[src/sv/chc_pkg.sv]
// Shared types, widths and the arctangent table for the compass heading block.
package chc_pkg;

  localparam int ANG_FRAC  = 20;
  localparam int TABLE_LEN = 24;
  localparam int RAW_W     = 16;
  localparam int XY_W      = 38;
  localparam int Z_W       = 28;
  localparam int A_W       = 27;
  localparam int H_W       = 29;
  localparam int RES_W     = 16;

  localparam logic [H_W-1:0]   BASE_90   = H_W'(90 * (1 << ANG_FRAC));
  localparam logic [H_W-1:0]   BASE_270  = H_W'(270 * (1 << ANG_FRAC));
  localparam logic [A_W-1:0]   ANG_MAX   = A_W'(90 * (1 << ANG_FRAC));
  localparam logic [RES_W-1:0] FULL_TURN = RES_W'(36000);
  localparam logic [RES_W-1:0] HALF_TURN = RES_W'(18000);

  // atan(2^-i) in units of 2^-20 degree, rounded to nearest.
  localparam logic signed [Z_W-1:0] ATAN_TAB [TABLE_LEN] = '{
    28'sd47185920, 28'sd27855475, 28'sd14718068, 28'sd7471121,
    28'sd3750058,  28'sd1876857,  28'sd938658,   28'sd469357,
    28'sd234682,   28'sd117342,   28'sd58671,    28'sd29335,
    28'sd14668,    28'sd7334,     28'sd3667,     28'sd1833,
    28'sd917,      28'sd458,      28'sd229,      28'sd115,
    28'sd57,       28'sd29,       28'sd14,       28'sd7
  };

  // Quadrant and special-case flags that ride alongside the rotation.
  typedef struct packed {
    logic y_zero;
    logic x_zero;
    logic x_neg;
    logic y_pos;
    logic same;
  } side_t;

  typedef struct packed {
    logic signed [XY_W-1:0] x;
    logic signed [XY_W-1:0] y;
    logic signed [Z_W-1:0]  z;
    side_t                  side;
  } cordic_t;

endpackage

[src/sv/chc_if.sv]


interface chc_out_if;
  import chc_pkg::*;
  logic             valid;
  logic             ready;
  logic [RES_W-1:0] heading_centideg;

  modport source (output valid, output heading_centideg, input ready);
  modport sink (input valid, input heading_centideg, output ready);
endinterface

[src/sv/chc_heading.sv]
// Clamps the angle, forms the heading and rounds it to centidegrees over two stages.
module chc_heading
  import chc_pkg::*;
(
  input  logic      clk,
  input  logic      rst_n,
  input  logic      up_valid,
  input  cordic_t   up_data,
  output logic      up_ready,
  chc_out_if.source out_chan
);

  logic             valid_a_r;
  logic [H_W-1:0]   h_a_r;
  logic [H_W-1:0]   h_a_nxt;
  logic             y_zero_a_r;
  logic             x_neg_a_r;
  logic             ready_b;
  logic             valid_b_r;
  logic [RES_W-1:0] res_b_r;
  logic [RES_W-1:0] res_b_nxt;
  logic [A_W-1:0]   ang;
  logic [H_W-1:0]   base;
  logic [H_W+6:0]   scaled;
  logic [RES_W-1:0] rounded;

  assign ready_b  = !valid_b_r || out_chan.ready;
  assign up_ready = !valid_a_r || ready_b;

  always_comb begin
    if (up_data.side.x_zero || up_data.z[Z_W-1]) begin
      ang = '0;
    end else if (up_data.z[A_W-1:0] > ANG_MAX) begin
      ang = ANG_MAX;
    end else begin
      ang = up_data.z[A_W-1:0];
    end
    base = up_data.side.y_pos ? BASE_90 : BASE_270;
    if (up_data.side.same) begin
      h_a_nxt = base - H_W'(ang);
    end else begin
      h_a_nxt = base + H_W'(ang);
    end
  end

  always_comb begin
    // Times 100, plus one half, then drop the fraction: rounds half up.
    scaled  = (H_W+7)'(h_a_r) * (H_W+7)'(100) + (H_W+7)'(1 << (ANG_FRAC - 1));
    rounded = scaled[ANG_FRAC +: RES_W];
    if (y_zero_a_r) begin
      res_b_nxt = x_neg_a_r ? HALF_TURN : '0;
    end else if (rounded >= FULL_TURN) begin
      res_b_nxt = '0;
    end else begin
      res_b_nxt = rounded;
    end
  end

  always_ff @(posedge clk) begin
    if (!rst_n) begin
      valid_a_r <= 1'b0;
      valid_b_r <= 1'b0;
    end else begin
      if (up_ready) begin
        valid_a_r <= up_valid;
      end
      if (ready_b) begin
        valid_b_r <= valid_a_r;
      end
    end
  end

  always_ff @(posedge clk) begin
    if (up_ready && up_valid) begin
      h_a_r      <= h_a_nxt;
      y_zero_a_r <= up_data.side.y_zero;
      x_neg_a_r  <= up_data.side.x_neg;
    end
    if (ready_b && valid_a_r) begin
      res_b_r <= res_b_nxt;
    end
  end

  assign out_chan.valid            = valid_b_r;
  assign out_chan.heading_centideg = res_b_r;

endmodule

[src/flat_wrapper.sv]
// flat-port wrapper written by rule: the top's interface ports become plain ports
module chc_heading_flat import chc_pkg::*;
  (clk, rst_n, up_valid, up_data, up_ready, out_chan_valid, out_chan_heading_centideg, out_chan_ready);
  chc_out_if out_chan_i ();
  input  logic clk;
  input  logic rst_n;
  input  logic up_valid;
  input  cordic_t up_data;
  output logic up_ready;
  output wire logic [$bits(out_chan_i.valid)-1:0] out_chan_valid;
  output wire logic [$bits(out_chan_i.heading_centideg)-1:0] out_chan_heading_centideg;
  input wire logic [$bits(out_chan_i.ready)-1:0] out_chan_ready;
  assign out_chan_valid = out_chan_i.valid;
  assign out_chan_heading_centideg = out_chan_i.heading_centideg;
  assign out_chan_i.ready = out_chan_ready;
  chc_heading u_core (.clk(clk), .rst_n(rst_n), .up_valid(up_valid), .up_data(up_data), .up_ready(up_ready), .out_chan(out_chan_i));
endmodule
[config.mk]
export PLATFORM = sky130hd
export DESIGN_NAME = chc_heading_flat
export DESIGN_NICKNAME = d
export VERILOG_FILES = /design/src/sv/chc_pkg.sv /design/src/sv/chc_if.sv /design/src/sv/chc_heading.sv /design/src/flat_wrapper.sv
export SDC_FILE = /design/constraint.sdc
export NUM_CORES = 1
export LEC_CHECK = 0
export CORE_MARGIN = 2
export CORE_UTILIZATION = 50
export DETAILED_ROUTE_END_ITERATION = 10
export DONT_BUFFER_PORTS = 1
export GPL_ROUTABILITY_DRIVEN = 0
export PLACE_DENSITY = 0.74
export SETUP_SLACK_MARGIN = 0.2
export SYNTH_ARGS = -nofsm -noshare
export SYNTH_HDL_FRONTEND = slang
export SYNTH_SLANG_ARGS = --single-unit
[constraint.sdc]
create_clock -name clk -period 5.05 [get_ports clk]
set_input_delay 0.505 -clock clk [delete_from_list [all_inputs] [get_ports clk]]
set_output_delay 0.505 -clock clk [all_outputs]
set_load 0.05 [all_outputs]
==> parameters.txt <==
Parameter                              Value

Clocking
  H-Tree Depth ... 2
  Max clock buf depth ... 2
  Clock insertion delay at the later pin of the skew report ... 0.30 ns
  Number of buffers inserted during clock tree synthesis ... 5
  Clk slew on worst S/H paths ... 0.07 ns
  TritonCTS sink count ... 49
  CTS tree ... built
  CTS root buf ... sky130_fd_sc_hd__clkbuf_16

Worst setup path
  Worst R2R Path Depth ... 19
  Nature of the critical path startpoint ... flop
  Worst setup slack for register-to-register paths ... -0.11 ns
  Beginning of the worst register-to-register path ... u_core.h_a_r[3]
  Slowest Stage Delay on Critical Path ... 0.59 ns
  Start point of the critical path ... u_core.h_a_r[3]
  Critical path required time ... 5.10 ns
  Critical-path top delay cell ... sky130_fd_sc_hd__fa_1
  Signal arrival time at the worst endpoint ... 5.21 ns
  Crit path top cell by count ... sky130_fd_sc_hd__ha_4
  Number of buffer and inverter stages on the critical path ... 2
  Crit path max-delay family ... adder cells
  Largest driver fanout on the critical path ... 4
  Category of the critical setup timing path ... flop to flop
  Critical Path, Cell by Cell ... ha_4 > ha_4 > fa_1 > ha_4 > a21o_1 > buf_6 > a221oi_4 > nor3_4 > o31a_1 > nor2_1 > ha_2 > inv_2 > a311oi_2 > nand4b_1 > nor4_4 > mux2i_2 > mux2_4 > a21oi_4 > nor2_1
  Kind of capture point of the worst setup path ... flop
  Terminus of the critical flop-to-flop path ... u_core.out_chan.heading_centideg[10]

Floorplanning
  Area of the core ... 14,000 um^2
  Die span in y ... 124 um
  Number of top-level pins ... 131
  Standard-cell row count ... 43
  Die footprint ... 15,400 um^2
  Width of the die ... 124 um
  Initial core utilization ... 51.5%

Synthesis
  Post-synthesis instance total ... 876
  Number of enable-type register cells in the synthesized netlist ... 47
  Post-synth net total ... 1,107
  YS warnings ... 0
  Main synth FF type ... sky130_fd_sc_hd__edfxtp_1
  Post-synthesis cell area ... 7200 um^2
  Share of async-settable or async-resettable flops after synthesis ... 0%
  Post-synthesis sequential element count ... 49
  Sequential cell area fraction in the yosys report ... 20.1%
  Avg Cell Area, Syn ... 8.22 um^2
  Unique cell type count in the Yosys netlist ... 78

Routing
  Routed via count ... 6,788
  Vias per inst ... 5.95
  Total wire length ... 18,200 um
  Number of nets with antenna violations after routing ... 0
  Length of the first detailed-routing pass in iterations ... 4
  Initial DRC count ... 360
  Average wire per cell in the routed design ... 16.0 um
  Remaining design rule violation count ... 0

Power and ir drop
  Leakage dissipation ... 3.73 nW
  Pwr Total ... 6.23 mW
  Total power per unit cell area ... 714 nW/um^2
  Maximum resistive drop on vdd ... 0.403 mV

Layout
  Fraction of final layout cells sized beyond drive strength 1 ... 21.2%
  Summed area of non-filler cells in the final layout ... 8730 um^2
  Area Overhead vs Synth ... 21.1%
  Net count, final ... 1,191
  Number of filler cells placed in the layout ... 1,118
  N_diodes ... 0

STA
  Endpoints failing setup ... 14
  Final critical delay including setup and external delays ... 5.16 ns
  Hold Vio Cnt, Final ... 0
  Post-route fraction of the period consumed by the critical path ... 102%
  Slew at the pin closest to its max-slew limit ... 0.740 ns
  Slack of the critical path ... -0.112 ns
  Final Max Slew Viols ... 0
  Final total negative setup slack ... -1.02 ns
  Fmax ... 0.194 GHz
  Clock skew after layout ... 0.00424 ns
  Setup repair after global routing missed its margin ... yes
  Remaining max-slew budget at the tightest pin ... 50.7%

Worst hold path
  Worst hold path class ... input pin to flop
  Count of cells along the worst hold path ... 0
  Launch point of the worst hold path ... up_data[4]
  Hold Path End ... u_core.y_zero_a_r

Global routing
  GRT overflow ... 0
  Global-route wire length before repair ... 29,000 um
  All-Layer GR Usage ... 23.3%
  Vias in the first global route ... 6,435
  Maximum number of pins on one net before global-route repair ... 47
  Number of antenna violations at the first check in global routing ... 0

Outcome
  Run status ... finished, violations left
  Violations in the final reports ... negative setup slack

Place
  DP Area ... 7990 um^2
  Number of port buffers ... 0
  HPWL reported at the end of detailed placement ... 13,400 um

Flow run
  Max capacitance violation total ... 0
synth_stat cells, drive strengths merged, types with 3 or more instances:
library cell / count / share of area (%)
nor2b: 7 / 0.61
nor4: 14 / 1.4
o31ai: 4 / 0.42
xnor2: 31 / 3.8
or2: 8 / 0.73
a31oi: 15 / 1.3
o211ai: 8 / 0.83
buf: 8 / 0.59
o41ai: 3 / 0.47
a211o: 4 / 0.49
or4: 6 / 0.73
nand4: 14 / 1.2
nand2: 53 / 2.8
a311oi: 4 / 0.57
a21o: 10 / 1.0
nor3b: 3 / 0.31
a21oi: 63 / 4.4
o21ai: 44 / 3.1
ha: 95 / 16
fa: 23 / 6.4
xor2: 23 / 2.8
o22ai: 3 / 0.26
nor2: 83 / 4.3
inv: 103 / 5.4
o21a: 17 / 1.8
a221oi: 4 / 0.49
or3: 4 / 0.35
edfxtp: 47 / 20
nor3: 27 / 1.9
mux2i: 6 / 0.83
a2111oi: 3 / 0.63
o31a: 3 / 0.36
a211oi: 17 / 2.0
nand3: 15 / 1.0
mux2: 3 / 0.47
and3: 18 / 1.6
and2: 14 / 1.2
o211a: 4 / 0.56
o221ai: 3 / 0.36
clkbuf: 16 / 0.83
nand2b: 7 / 0.61
a31o: 5 / 0.61
metal layers:
metal  wire [um]  vias up  track usage, %
li1            -     3364               -
met1        7860     3168            29.0
met2        9090      227            41.7
met3         871       29            3.02
met4         401        0            7.23
met5           0        -               0
cell families after synthesis:
logic type	Yosys count	synth area share [%]
adder cells (fa/ha/maj)	118	22.9
XOR/XNOR	54	6.56
multiplexers	9	1.30
flip-flops	49	20.1
buffers and inverters	128	6.84
AO/OA/AOI/OAI	234	22.1
AND/OR/NAND/NOR	284	20.2
final cells by class:
class | count | area (um^2) | area share (%)
tap | 180 | 225 | 2.58
sequential | 49 | 1450 | 16.6
timing repair buffer | 101 | 769 | 8.82
clock buffer | 5 | 125 | 1.43
clock inverter | 3 | 21.3 | 0.244
multi-input combinational | 699 | 5740 | 65.8
inverter | 104 | 390 | 4.47
layout by cell type (no fill, tap or decap), types with 8 or more instances in the layout:
master and count:
sky130_fd_sc_hd__inv_1 100, sky130_fd_sc_hd__buf_4 98, sky130_fd_sc_hd__nor2_1 75, sky130_fd_sc_hd__ha_1 75, sky130_fd_sc_hd__a21oi_1 55, sky130_fd_sc_hd__nand2_1 52
sky130_fd_sc_hd__edfxtp_1 47, sky130_fd_sc_hd__o21ai_0 34, sky130_fd_sc_hd__xnor2_1 31, sky130_fd_sc_hd__nor3_1 23, sky130_fd_sc_hd__xor2_1 23, sky130_fd_sc_hd__fa_1 23
sky130_fd_sc_hd__and3_1 17, sky130_fd_sc_hd__o21a_1 17, sky130_fd_sc_hd__ha_4 16, sky130_fd_sc_hd__nand3_1 15, sky130_fd_sc_hd__nand4_1 14, sky130_fd_sc_hd__and2_1 13
sky130_fd_sc_hd__a31oi_1 13, sky130_fd_sc_hd__a211oi_1 12, sky130_fd_sc_hd__a21o_1 10, sky130_fd_sc_hd__nor4_1 10, sky130_fd_sc_hd__o211ai_1 8
stage by stage:
| stage | cells | setup slack (ns) | util, % | hold slack (ns) |
|---|---|---|---|---|
| finish | 1141 | -0.112 | 62.4 | 0.303 |
| global route | 1141 | -0.360 | 62.4 | 0.293 |
| CTS | 1133 | -0.000894 | 60.6 | 0.303 |
| detailed placement | 1108 | -0.160 | 57.1 | 0.511 |
| global placement | 1108 | -0.0905 | 57.1 | 0.498 |
| floorplan | 876 | 0.201 | - | 0.477 |
worst max path at each step:
stage	endpoint	slack, ns	cells past startpoint
floorplan	u_core.out_chan.heading_centideg[5]	0.20	17
global placement	u_core.out_chan.heading_centideg[9]	-0.09	20
detailed placement	u_core.out_chan.heading_centideg[9]	-0.16	18
CTS	u_core.out_chan.heading_centideg[10]	-0.0009	17
global route	u_core.out_chan.heading_centideg[10]	-0.36	18
finish	u_core.out_chan.heading_centideg[10]	-0.11	19
timing repair:
action	CTS	global route
gates resized for setup	43	34
pin swaps	40	24
hold endpoints to repair	0	0
cloned	0	0
buffers inserted	17	8
hold buffers	0	0
endpoints found under the setup margin	16	16
registers in the layout, indices dropped and copies added (netlist names):
register	flops
u_core.h_a_r	29
u_core.out_chan.valid	1
u_core.out_chan.heading_centideg	16
u_core.valid_a_r	1
u_core.y_zero_a_r	1
u_core.x_neg_a_r	1
report_power, final:
part	internal [mW]	switching (mW)
Clock	0.185	0.162
Sequential	0.582	0.181
Combinational	2.37	2.75
Total	3.14	3.09
Power figures use the tool's default switching activity.
