File: config.mk
export PLATFORM = sky130hd
export DESIGN_NAME = chc_cordic_cell
export DESIGN_NICKNAME = d
export VERILOG_FILES = /design/src/sv/chc_pkg.sv /design/src/sv/chc_cordic_cell.sv
export SDC_FILE = /design/constraint.sdc
export NUM_CORES = 1
export LEC_CHECK = 0
export ABC_AREA = 0
export BUFFER_PORTS_ARGS = -buffer_cell sky130_fd_sc_hd__buf_4
export CORE_ASPECT_RATIO = 1.1
export CORE_MARGIN = 4
export CORE_UTILIZATION = 44
export CTS_BUF_LIST = sky130_fd_sc_hd__clkbuf_4
export DETAILED_ROUTE_END_ITERATION = 7
export PLACE_DENSITY = 0.72
export SLEW_MARGIN = 0
export SYNTH_ARGS = -nofsm -noshare
export SYNTH_HDL_FRONTEND = slang
export SYNTH_SLANG_ARGS = --single-unit
File: constraint.sdc
create_clock -name clk -period 5.9 [get_ports clk]
set_clock_uncertainty 0.15 [all_clocks]
set_input_delay 1.18 -clock clk [delete_from_list [all_inputs] [get_ports clk]]
set_output_delay 1.18 -clock clk [all_outputs]
set_load 0.05 [all_outputs]
File: src/sv/chc_pkg.sv
// Shared types, widths and the arctangent table for the compass heading block.
package chc_pkg;

  localparam int ANG_FRAC  = 20;
  localparam int TABLE_LEN = 24;
  localparam int RAW_W     = 16;
  localparam int XY_W      = 38;
  localparam int Z_W       = 28;
  localparam int A_W       = 27;
  localparam int H_W       = 29;
  localparam int RES_W     = 16;

  localparam logic [H_W-1:0]   BASE_90   = H_W'(90 * (1 << ANG_FRAC));
  localparam logic [H_W-1:0]   BASE_270  = H_W'(270 * (1 << ANG_FRAC));
  localparam logic [A_W-1:0]   ANG_MAX   = A_W'(90 * (1 << ANG_FRAC));
  localparam logic [RES_W-1:0] FULL_TURN = RES_W'(36000);
  localparam logic [RES_W-1:0] HALF_TURN = RES_W'(18000);

  // atan(2^-i) in units of 2^-20 degree, rounded to nearest.
  localparam logic signed [Z_W-1:0] ATAN_TAB [TABLE_LEN] = '{
    28'sd47185920, 28'sd27855475, 28'sd14718068, 28'sd7471121,
    28'sd3750058,  28'sd1876857,  28'sd938658,   28'sd469357,
    28'sd234682,   28'sd117342,   28'sd58671,    28'sd29335,
    28'sd14668,    28'sd7334,     28'sd3667,     28'sd1833,
    28'sd917,      28'sd458,      28'sd229,      28'sd115,
    28'sd57,       28'sd29,       28'sd14,       28'sd7
  };

  // Quadrant and special-case flags that ride alongside the rotation.
  typedef struct packed {
    logic y_zero;
    logic x_zero;
    logic x_neg;
    logic y_pos;
    logic same;
  } side_t;

  typedef struct packed {
    logic signed [XY_W-1:0] x;
    logic signed [XY_W-1:0] y;
    logic signed [Z_W-1:0]  z;
    side_t                  side;
  } cordic_t;

endpackage

File: src/sv/chc_cordic_cell.sv
// One vectoring rotation stage of the arctangent chain, with its own valid bit.
module chc_cordic_cell
  import chc_pkg::*;
#(
  parameter int STAGE = 0
) (
  input  logic    clk,
  input  logic    rst_n,
  input  logic    up_valid,
  input  cordic_t up_data,
  output logic    up_ready,
  output logic    dn_valid,
  output cordic_t dn_data,
  input  logic    dn_ready
);

  logic                   valid_r;
  cordic_t                data_r;
  cordic_t                data_nxt;
  logic signed [XY_W-1:0] x_in;
  logic signed [XY_W-1:0] y_in;
  logic signed [XY_W-1:0] dx;
  logic signed [XY_W-1:0] dy;
  logic signed [Z_W-1:0]  z_in;

  assign up_ready = !valid_r || dn_ready;
  assign dn_valid = valid_r;
  assign dn_data  = data_r;

  always_comb begin
    x_in = up_data.x;
    y_in = up_data.y;
    z_in = up_data.z;
    dx   = y_in >>> STAGE;
    dy   = x_in >>> STAGE;
    data_nxt      = up_data;
    // Rotate towards the x axis: clockwise while y is still non-negative.
    if (!y_in[XY_W-1]) begin
      data_nxt.x = x_in + dx;
      data_nxt.y = y_in - dy;
      data_nxt.z = z_in + ATAN_TAB[STAGE];
    end else begin
      data_nxt.x = x_in - dx;
      data_nxt.y = y_in + dy;
      data_nxt.z = z_in - ATAN_TAB[STAGE];
    end
  end

  always_ff @(posedge clk) begin
    if (!rst_n) begin
      valid_r <= 1'b0;
    end else if (up_ready) begin
      valid_r <= up_valid;
    end
  end

  always_ff @(posedge clk) begin
    if (up_ready && up_valid) begin
      data_r <= data_nxt;
    end
  end

endmodule

==> impl_metrics.yaml, run 1 <==
synth:
  synth-seq-cells: 109
  synth_area_sq_um: 10220
  synth-edff-count: 108
  syn_inst: 1141
  synthesis.area_per_instance_sq_um: 8.954
  synth_warnings: 0
  async_reset_ff_share_pct: 0
  synth_cell_types: 83
  ys.flop_type: "edfxtp_1"
  yosysSeqAreaShare_pct: 31.94
  syn_nets: 1384
final_layout:
  nets: 1575
  num-fill-cells: 2149
  stdcell_count: 1638
  area_delta_synth_final_pct: 19.63
  layout-drive-gt1-share_pct: 20.79
setup_path:
  crit_type: "input port to flop"
  worstPathArrival_ps: 4400
  crit_fanout: 4
  worstPathRequired_ps: 6060
  start_kind: "input port"
  end_kind: "flop"
global_route:
  grtUsageMet2_pct: 39.15
  grt.total_usage_pct: 23.06
  grt_max_degree: 82
  grt_pass1_vias: 8911
  busiest_layer: "met2"
  grt_pass1_wl_mm: 48.16
  use_met1_pct: 30.92
  antenna_found_initial: 1
  overflow: 0
  grt.met3_usage_pct: 2.853
sta:
  finalHoldViolCount: 0
  clock.fmax_mhz: 236.2
  setup_viol: 0
  grt_setup_unrepaired: "false"
  max_slew_margin_pct: 36.35
  fin_crit_sh_pct: 71.76
  maxSlewViolCount: 0
  setup_tns_ps: 0
  worstMarginPinSlew_ps: 942.4
  fin_crit_ps: 4234
  setup_ws_ps: 1666
cts:
  hold_buffers: 0
  cts_tree: "done"
  postCtsSetupRepairBufs: 0
  worstSkewPairLatency_ps: 520
  cts_buffers: 9
  clockBufferDepth: 2
  clock_sinks: 109
  htree_levels: 3
  cts_root_buf: "clkbuf_4"
  cts_resized: 0
  clkTransAtPathRegs_ps: 210
drt:
  drt-vias-per-instance: 5.667
  final_antenna_net_count: 0
  routedWlPerCell_microns: 18.89
  num_vias: 9282
  drc: 0
  drt_iter0_markers: 753
  dr.pass1.iters: 5
  drt-total-wl_mm: 30.94
pwr:
  power_mw: 2.783
  irDropWorstVdd_v: 0.0001189
  power_density_nw_per_um2: 227.7
  power_leakage_nw: 5.470
min_path:
  holdCritPathClass: "flop to flop"
die:
  rows: 58
  die-height_microns: 167.8
  fp.dieW_microns: 153.3
  die-area_sq_um: 25720
  io-pin-count: 224
  design.core.area_sq_um: 22860
  start_util_pct: 44.69
flow_run:
  drv_cap: 0
placed_design:
  dpl_worst_slack_ps: 1225
  port_buffers: 223
  gp_congestion: 0.9595
  dp_hpwl_mm: 24.38
  dp_cells: 1621
outcome:
  status: "complete, no violations"
[final cells by class]
class | count | area [sq um] | area share, %
clock buffer | 9 | 67.56 | 0.5528
timing repair buffer | 228 | 1712 | 14.00
clock inverter | 7 | 88.84 | 0.7269
antenna | 1 | 2.502 | 0.02048
sequential | 109 | 3263 | 26.70
multi-input combinational | 861 | 6251 | 51.15
tap | 300 | 375.4 | 3.071
inverter | 123 | 461.7 | 3.778
[power breakdown]
part           switching (mW)  internal, mW
Clock                   0.327         0.106
Combinational           0.888         0.451
Sequential             0.0284         0.983
Total                    1.24          1.54
[Yosys cell counts, drive strengths merged (4+ instances only)]
master     n  area (sq um)
o31a       5         45.04
o311ai     4         42.55
nand4     12         75.07
a31oi     11         68.82
a2111oi    4         41.29
nand3     14         70.07
o31ai      8         65.06
a221oi     5         56.31
a41oi      4         50.05
buf       25         156.4
a21boi     4         30.03
nor2b     11         71.32
a211o      4         35.03
fa         4         80.08
inv      120         450.4
nand2     52         195.2
nor2      93         349.1
mux2i     21         210.2
ha       126          1577
o21bai    31         236.5
o21a      14         105.1
xnor2     65         569.3
o211ai    11         87.58
a211oi     8         65.06
a21oi    145         729.5
and2       5         31.28
xor2      14         122.6
nor3      20         100.1
o21ai     69         352.8
edfxtp   108          3243
clkbuf    23         86.33
nor4       4         31.28
or3        6         37.54
a21o      28         210.2
nand2b    16         100.1
[placed cells by master, fill, tap and decap left out, types with 20 or more instances in the layout]
cell,count
nand2_1,52
ha_1,126
mux2i_1,21
buf_4,228
a21o_1,28
o21bai_1,30
o21ai_0,57
nor2_1,93
a21oi_1,144
inv_1,117
xnor2_1,65
edfxtp_1,108
nor3_1,20
[final timing paths]
kind                         startpoint                    end  slack, ps  depth (start not counted)
setup reg to reg  dn_valid$_SDFFE_PN0N_  dn_data[94]$_DFFE_PP_       3730                          3
setup / recovery            up_data[33]  dn_data[63]$_DFFE_PP_       1670                         13
hold reg to reg   dn_valid$_SDFFE_PN0N_  dn_valid$_SDFFE_PN0N_        400                          2
hold / removal    dn_valid$_SDFFE_PN0N_  dn_valid$_SDFFE_PN0N_        400                          2
[layer usage]
layer	vias up	routed length, microns
li1	4452	-
met1	4402	13400
met2	376	14920
met3	52	1926
met4	0	689
met5	-	0
[registers in the layout, summed over array words and instances, names as in the netlist]
register and cells:
dn_valid 1, dn_data 108
[kinds of logic after synthesis]
family          after synthesis  synth area share, %
compound gates              381                24.32
simple gates                248                11.57
buf+inv                     171                6.895
fa+ha+maj                   130                16.22
flops                       109                31.94
xor+xnor                     79                6.773
mux                          23                2.278
[per-stage QoR]
step | area (sq um) | util (%) | hold slack (ps)
4_1_cts | 12220 | 53.45 | 412.0
6_report | 12220 | 53.46 | 401.1
5_1_grt | 12220 | 53.46 | 452.3
2_1_floorplan | 10220 | - | 996.4
3_5_place_dp | 12060 | 52.77 | 385.7
3_3_place_gp | 12060 | 52.77 | 378.7
[worst max-delay path, cell delays in order]
cell and delay (ps):
buf_4 120, ha_1 230, fa_1 420, nor2b_1 180, o311ai_2 330, a211oi_1 200, o21ai_1 380, o21ai_1 260
a41o_1 340, a21o_1 220, a41o_1 260, a21oi_1 170, xnor2_1 80
Power figures use the tool's default switching activity.
==> run 2, diff against run 1 <==
Settings changed: ABC_AREA 0 to 1, PLACE_DENSITY 0.72 to 0.7.
Clock period 5.9 ns to 4.2 ns, I/O delays scaled along.
==> impl_metrics.yaml, run 2 <==
global_route:
  antenna_found_initial: 1
  grt.total_usage_pct: 28.18
  overflow: 0
  grt_pass1_vias: 12200
  grt_max_degree: 108
  grt_pass1_wl_mm: 67.54
die:
  die-area_sq_um: 30470
  die-height_microns: 182.7
  io-pin-count: 224
  fp.dieW_microns: 166.8
  design.core.area_sq_um: 27120
  rows: 63
  start_util_pct: 45.00
synth:
  synthesis.area_per_instance_sq_um: 6.701
  syn_inst: 1821
  synth-seq-cells: 109
  async_reset_ff_share_pct: 0
  synth_warnings: 0
  ys_top_cells_by_count: "508 x nand2_1, 276 x inv_1, 152 x nor2_1"
  synth_top_cell_by_area: "edfxtp_1"
  synth_area_sq_um: 12200
  yosysMostFrequentCell: "nand2_1"
  synth-edff-count: 108
  synth_cell_types: 46
  synth_area_leaders: "edfxtp_1 27%, nand2_1 16%, ha_1 13%, inv_1 8.5%, nand3_1 6.2%"
  ys.flop_type: "edfxtp_1"
  synth_top_area_share_pct: 26.58
  syn_nets: 2064
  yosysSeqAreaShare_pct: 26.74
setup_path:
  crit_fanout: 11
  worstPathRequired_ps: 4360
  worstPathArrival_ps: 3250
  start_kind: "input port"
  end_kind: "flop"
  reg2reg_slack_ps: 2560
  r2r.worst_path.cells: 2
  timing.rr.end: "dn_data[97]$_DFFE_PP_"
  crit_type: "input port to flop"
  reg2reg_from: "dn_valid$_SDFFE_PN0N_"
final_layout:
  largest_register_ffs: 108
  nets: 2253
  final_cell_mix: "508 x nand2_1, 276 x inv_1, 229 x buf_4, 152 x nor2_1, 150 x nand3_1"
  layout-drive-gt1-share_pct: 15.43
  layout_commonest_cell: "nand2_1"
  post-route-util_pct: 52.35
  area_delta_synth_final_pct: 16.33
placed_design:
  port_buffers: 223
  gp_congestion: 1.013
  dp_hpwl_mm: 37.03
  dpl_worst_slack_ps: 573.9
cts:
  clock_sinks: 109
  worstSkewPairLatency_ps: 520
  postCtsSetupRepairBufs: 0
  cts_buffers: 9
  htree_levels: 3
  cts_root_buf: "clkbuf_4"
  hold_buffers: 0
  cts_tree: "done"
  clockBufferDepth: 2
  clkTransAtPathRegs_ps: 200
  cts_resized: 0
min_path:
  holdCritStartpoint: "up_data[15]"
  holdPathStages: 1
  hold_end: "dn_data[15]$_DFFE_PP_"
  holdCritPathClass: "input port to flop"
drt:
  num_vias: 12557
  final_antenna_net_count: 0
  drc: 0
  drt-total-wl_mm: 44.09
  routedWlPerCell_microns: 18.58
  dr.pass1.iters: 6
  drt-vias-per-instance: 5.292
  drt_iter0_markers: 1179
pwr:
  power_density_nw_per_um2: 283.6
  p_clk_share_pct: 14.4
  comb_power_share_pct: 51.1
  p_seq_share_pct: 34.4
  irDropWorstVdd_v: 0.0001650
  p_int_mw: 2.097
  swShare_pct: 47.91
  power.switching_mw: 1.929
  power_leakage_nw: 7.232
sta:
  clock.fmax_mhz: 324.4
  maxSlewViolCount: 0
  setup_viol: 0
  fin_crit_ps: 3082
  max_slew_margin_pct: 48.03
  fin_crit_sh_pct: 73.39
  finalHoldViolCount: 0
  grt_setup_unrepaired: "false"
  worstMarginPinSlew_ps: 779.5
  setup_tns_ps: 0
  setup_ws_ps: 1118
flow_run:
  drv_cap: 0
outcome:
  status: "complete, no violations"
## run 2: critical path: stages
cell,delay (ps)
buf_4,100
inv_1,60
ha_1,550
nand2_1,240
nor2_1,330
inv_1,150
nor2_1,270
inv_1,140
nor2_1,200
nor2_1,90
nand2_1,80
nand2_1,50
nand3_1,80
nand2_1,60
## run 2: per-layer routing
layer	global-route usage, %	up-vias	wire length (microns)
met2	45.76	523	19680
met1	39.89	5730	20140
met3	3.250	74	3120
met4	7.921	0	1139
met5	0	-	0
li1	-	6230	-
## run 2: logic make-up (layout without fill, tap and decap cells)
kind of cell	Yosys count	count (layout)	share of synthesized area, %
fa+ha+maj	130	130	13.58
compound gates	321	321	14.34
simple gates	889	889	31.13
mux	1	1	0.08203
flops	109	109	26.74
buf+inv	336	530	11.62
other cells	0	1	0
xor+xnor	35	35	2.512
## run 2: cell type report
| type | instances | area, sq um |
|---|---|---|
| antenna | 1 | 2.502 |
| clock buffer | 9 | 67.56 |
| clock inverter | 7 | 77.57 |
| fill | 2765 | 12920 |
| inverter | 284 | 1066 |
| multi-input combinational | 1376 | 7533 |
| sequential | 109 | 3263 |
| tap | 357 | 446.7 |
| timing repair buffer | 230 | 1739 |
## run 2: worst max-delay path by stage
stage | from | end | slack [ps] | depth (start not counted)
2_1_floorplan | dn_ready | dn_data[0]$_DFFE_PP_ | 900 | 2
3_3_place_gp | up_data[55] | dn_data[60]$_DFFE_PP_ | 540 | 14
3_5_place_dp | up_data[55] | dn_data[60]$_DFFE_PP_ | 570 | 14
4_1_cts | up_data[55] | dn_data[60]$_DFFE_PP_ | 1180 | 14
5_1_grt | up_data[55] | dn_data[60]$_DFFE_PP_ | 970 | 14
6_report | up_data[55] | dn_data[60]$_DFFE_PP_ | 1120 | 14
## run 2: stage by stage
| stage | total power, mW | hold slack [ps] | area (sq um) | cells |
|---|---|---|---|---|
| final | 4.026 | 318.8 | 14200 | 2373 |
| after floorplan | 2.799 | 788.9 | 12210 | 1821 |
| after detailed placement | 3.442 | 403.8 | 14050 | 2356 |
| after global placement | 3.431 | 391.6 | 14050 | 2356 |
| after global routing | 4.263 | 276.4 | 14200 | 2373 |
| after CTS | 4.023 | 288.3 | 14190 | 2372 |
## run 2: power by group through the flow
stage	registers [mW]	clock network [mW]	logic, mW
final	1.39	0.582	2.06
after floorplan	1.79	0	1.01
after global placement	1.41	0	2.02
after CTS	1.39	0.598	2.04
after detailed placement	1.41	0	2.03
after global routing	1.40	0.632	2.23
